--- src/rtl/aptt_pkg.sv ---
// Shared constants, request codes and control structs of the ASID page translation table.
package aptt_pkg;

    localparam int ADDRESS_SPACES     = 8;
    localparam int MAPPINGS_PER_SPACE = 64;
    localparam int PAGE_SHIFT         = 12;

    localparam int TABLE_SIZE = ADDRESS_SPACES * MAPPINGS_PER_SPACE;
    localparam int ADDR_W     = (TABLE_SIZE > 1) ? $clog2(TABLE_SIZE) : 1;
    localparam int SLOT_W     = (MAPPINGS_PER_SPACE > 1) ? $clog2(MAPPINGS_PER_SPACE) : 1;
    localparam int CNT_W      = $clog2(MAPPINGS_PER_SPACE + 1);
    localparam int PN_W       = 64 - PAGE_SHIFT;

    localparam logic [2:0] REQ_MAP    = 3'd0;
    localparam logic [2:0] REQ_UNMAP  = 3'd1;
    localparam logic [2:0] REQ_LOOKUP = 3'd2;
    localparam logic [2:0] REQ_COUNT  = 3'd3;
    localparam logic [2:0] REQ_GET    = 3'd4;

    typedef struct packed {
        logic            valid;
        logic [PN_W-1:0] vpage;
        logic [PN_W-1:0] ppage;
        logic [31:0]     flags;
    } entry_t;

    typedef struct packed {
        logic capture;
        logic clear;
        logic scan;
        logic commit;
    } dp_cmd_t;

    typedef struct packed {
        logic clear_last;
        logic slot_last;
        logic skip;
        logic out_free;
    } dp_status_t;

endpackage

--- src/rtl/aptt_ctrl.sv ---
// Controller FSM: table clear after reset, slot scan, commit and result handoff.
module aptt_ctrl
    import aptt_pkg::*;
(
    input  logic       aclk,
    input  logic       aresetn,
    input  logic       s_valid,
    output logic       s_ready,
    input  dp_status_t status,
    output dp_cmd_t    cmd
);

    typedef enum logic [2:0] {
        ST_CLEAR,
        ST_IDLE,
        ST_SCAN,
        ST_DRAIN,
        ST_COMMIT
    } state_t;

    state_t state_reg;
    state_t state_next;

    always_comb begin
        s_ready     = (state_reg == ST_IDLE);
        cmd.capture = (state_reg == ST_IDLE) && s_valid;
        cmd.clear   = (state_reg == ST_CLEAR);
        cmd.scan    = (state_reg == ST_SCAN) && !status.skip;
        cmd.commit  = (state_reg == ST_COMMIT) && status.out_free;
    end

    always_comb begin
        state_next = state_reg;
        unique case (state_reg)
            ST_CLEAR: begin
                if (status.clear_last) state_next = ST_IDLE;
            end
            ST_IDLE: begin
                if (s_valid) state_next = ST_SCAN;
            end
            ST_SCAN: begin
                priority if (status.skip) state_next = ST_COMMIT;
                else if (status.slot_last) state_next = ST_DRAIN;
                else state_next = ST_SCAN;
            end
            ST_DRAIN: begin
                state_next = ST_COMMIT;
            end
            ST_COMMIT: begin
                if (status.out_free) state_next = ST_IDLE;
            end
            default: begin
                state_next = ST_CLEAR;
            end
        endcase
    end

    always_ff @(posedge aclk) begin
        if (!aresetn) begin
            state_reg <= ST_CLEAR;
        end else begin
            state_reg <= state_next;
        end
    end

    // a request is never taken before the table is cleared
    a_no_accept_in_clear: assert property (@(posedge aclk) disable iff (!aresetn)
        cmd.clear |-> !cmd.capture)
        else $error("request taken during table clear");

    // the drain state at the end of a scan always leads into the commit state
    a_drain_to_commit: assert property (@(posedge aclk) disable iff (!aresetn)
        (state_reg == ST_DRAIN) |=> (state_reg == ST_COMMIT))
        else $error("drain not followed by commit");

    a_commit_then_idle: assert property (@(posedge aclk) disable iff (!aresetn)
        cmd.commit |=> s_ready)
        else $error("commit did not return to idle");

endmodule

--- config.mk ---
export PLATFORM = sky130hd
export DESIGN_NAME = aptt_ctrl
export DESIGN_NICKNAME = d
export VERILOG_FILES = /design/src/rtl/aptt_pkg.sv /design/src/rtl/aptt_ctrl.sv
export SDC_FILE = /design/constraint.sdc
export NUM_CORES = 1
export LEC_CHECK = 0
export BUFFER_PORTS_ARGS = -buffer_cell sky130_fd_sc_hd__buf_2
export CORE_AREA = 2 2 39 41
export DETAILED_ROUTE_END_ITERATION = 10
export DIE_AREA = 0 0 41 43
export PLACE_DENSITY = 0.49
export SETUP_SLACK_MARGIN = 0.15
export SKIP_LAST_GASP = 1
export SYNTH_ARGS = -nofsm -noshare
export SYNTH_HDL_FRONTEND = slang
export SYNTH_SLANG_ARGS = --single-unit
--- constraint.sdc ---
create_clock -name aclk -period 2.3 [get_ports aclk]
set_input_delay 0 -clock aclk [delete_from_list [all_inputs] [get_ports aclk]]
set_output_delay 0 -clock aclk [all_outputs]
set_load 0.02 [all_outputs]
==> impl_results.md <==
* Status: complete, no violations
* Pwr Total at between 0.2 and 0.3 mW
* Max H-tree Level at 1
* Worst-path fanout max at 8
* Global route overflow at 0
* Yosys warnings at 0
* Most common cell after layout, fill and taps aside: buf_2
* Clk buf depth at 2
* Placed Area at 299.0 µm²
* Nets at between 40 and 50
* Worst reg2reg setup slack at 990 ps
* # setup viols final at 0
* Syn nets at 29
* PD cells at 837.0 nW/µm²
* Initial core utilization at 17.00%
* Commonest cells after routing, fill and taps aside: buf_2, clkbuf_4, dfxtp_1
* CP required at 2450 ps
* Slew headroom at about 80%
* DIE HEIGHT at between 40 and 50 µm
* IO Port Bufs at 11
* Tmin final at between 1000 and 1500 ps
* CTS clk-pin slew, worst paths at 40 ps
* Fmax at around 760 MHz
* Synth unique cells at 16
* HPWL Detailed at 433.4 µm
* N_diodes at 0
* Skew final at between 3 and 4 ps
* Num CTS Buffers at 3
* Clock root buffer master: clkbuf_4
* Synth Instances at 22
* Critical path arrival at 1460 ps
* Final Non-Filler Cells at 52
* First-pass GRT wire length at roughly 770 µm
* Startpoint types: flop
* Post-Syn Area at between 200 and 250 µm²
* Tcrit/Tclk final at a little under three fifths
* DR vias/cell at about 4.3
* DRT Pass-1 Iters at 4
* Number of gates resized after cts at 0
* Die area at roughly 1800 µm²
* Drt drc at 0
* Core outline area at between 1000 and 1500 µm²
* Hold Path Class: in2reg
* Syn avg cell area at 10.69 µm²
* Fin area at roughly 330 µm²
* # Max-Cap Violations at 0
* Clk sinks at 3
* Final ANT Viol Nets at 0
* Synth-to-Final Area Change at 38.30%
* Via count at ~220
* Critical Setup Path Class: reg2reg
* Setup bufs post-CTS at 0
* # rows at 14
* Drt initial violations at 2
* Largest net degree at the start of global routing at 9
* Leak at 0.1527 nW
* Drt wl/cell at just over 10 µm
* Final Hold Vio Count at 0
* Share of cells above drive strength 1 at between 60% and 70%
* Placed instance count at 48
* Clock Latency Late Sink at between 200 and 250 ps
* CP max-delay cell: dfxtp_1
* Largest register FFs at 3
* Tot GR Track Use at 6.820%
* Crit end category: flop
* Final number of max-transition violations at 0
* Fillers at between 150 and 200
* Number of global-route vias before repair at 193
* CTS tree: done
* Worst path max stage delay at ~500 ps
* Hold_buf cts at 0
* Post-layout util at 23.51%
* Final GP Congestion at between 0.6 and 0.7
* RSZ-0062 raised after global routing: no
* Register area share after synthesis at about a quarter
* Total negative slack at 0 ps
* Initial antenna violation count at 0
* Worst slew pin tran at 287.5 ps
* Total of flip-flops plus latches after synthesis at 3
* Die X-Extent at between 40 and 50 µm
* Ordered list of cells on the worst path: mux2i_1 -> a21oi_2 -> a221oi_2
* Worst vdd ir at ~460 µV
* # IOs at 12
* Final WL at between 500 and 600 µm
## stage by stage
step | worst slack, ps | hold slack [ps]
floorplan | 1035 | 42.35
global placement | 1013 | 261.0
detailed placement | 997.3 | 250.4
CTS | 984.0 | 8.388
global route | 873.9 | 15.95
finish | 990.8 | 13.44
## layer usage
metal	share of wire, %	vias up	GRT usage [%]
li1	-	113	-
met1	44	95	8.654
met2	37	15	8.125
met3	19	0	6.283
met4	0	0	2.000
met5	0	-	0
## worst max-delay path, delay by kind of cell, from the launching register on
kind	cells	cell delay, ps
compound gates	2	370
flops	1	500
mux	1	350
## power breakdown
| group | internal [mW] | total, mW | switching (mW) |
|---|---|---|---|
| combinational | 0.0447 | 0.101 | 0.0562 |
| sequential | 0.0611 | 0.0799 | 0.0188 |
| clock | 0.0650 | 0.0915 | 0.0266 |
## synth_stat cells
cell	n	share of area (%)
dfxtp_1	3	26
mux2i_1	2	8.5
nor3_1	1	2.1
buf_6	1	4.8
nor4b_4	1	10
nor4b_2	1	6.4
a21oi_1	1	2.1
o211a_1	1	4.3
and3_2	2	6.4
a21oi_2	1	3.7
o21ai_0	1	2.1
a221oi_2	2	13
and2_2	1	3.2
and2b_1	1	3.2
inv_1	1	1.6
nor2_1	2	3.2
## final timing paths
check                      end    startpoint  depth (start not counted)
setup / recovery  state_reg[0]  state_reg[0]                          3
hold / removal    state_reg[1]       aresetn                          2
setup reg to reg  state_reg[0]  state_reg[0]                          3
hold reg to reg   state_reg[0]  state_reg[1]                          2
## cells by family after synthesis
| kind of cell | synth area share [%] |
|---|---|
| AND/OR/NAND/NOR | 34.57 |
| AO/OA/AOI/OAI | 25.00 |
| flip-flops | 25.53 |
| multiplexers | 8.511 |
| buffers and inverters | 6.381 |
## layout make-up
type | count | area (µm²) | area share, %
tap | 16 | 20.02 | 6.154
clock buffer | 4 | 26.28 | 8.077
inverter | 1 | 3.754 | 1.154
sequential | 3 | 60.06 | 18.46
timing repair buffer | 11 | 55.05 | 16.92
multi-input combinational | 17 | 160.2 | 49.23
Note: power is estimated with default switching activity, not from simulation.
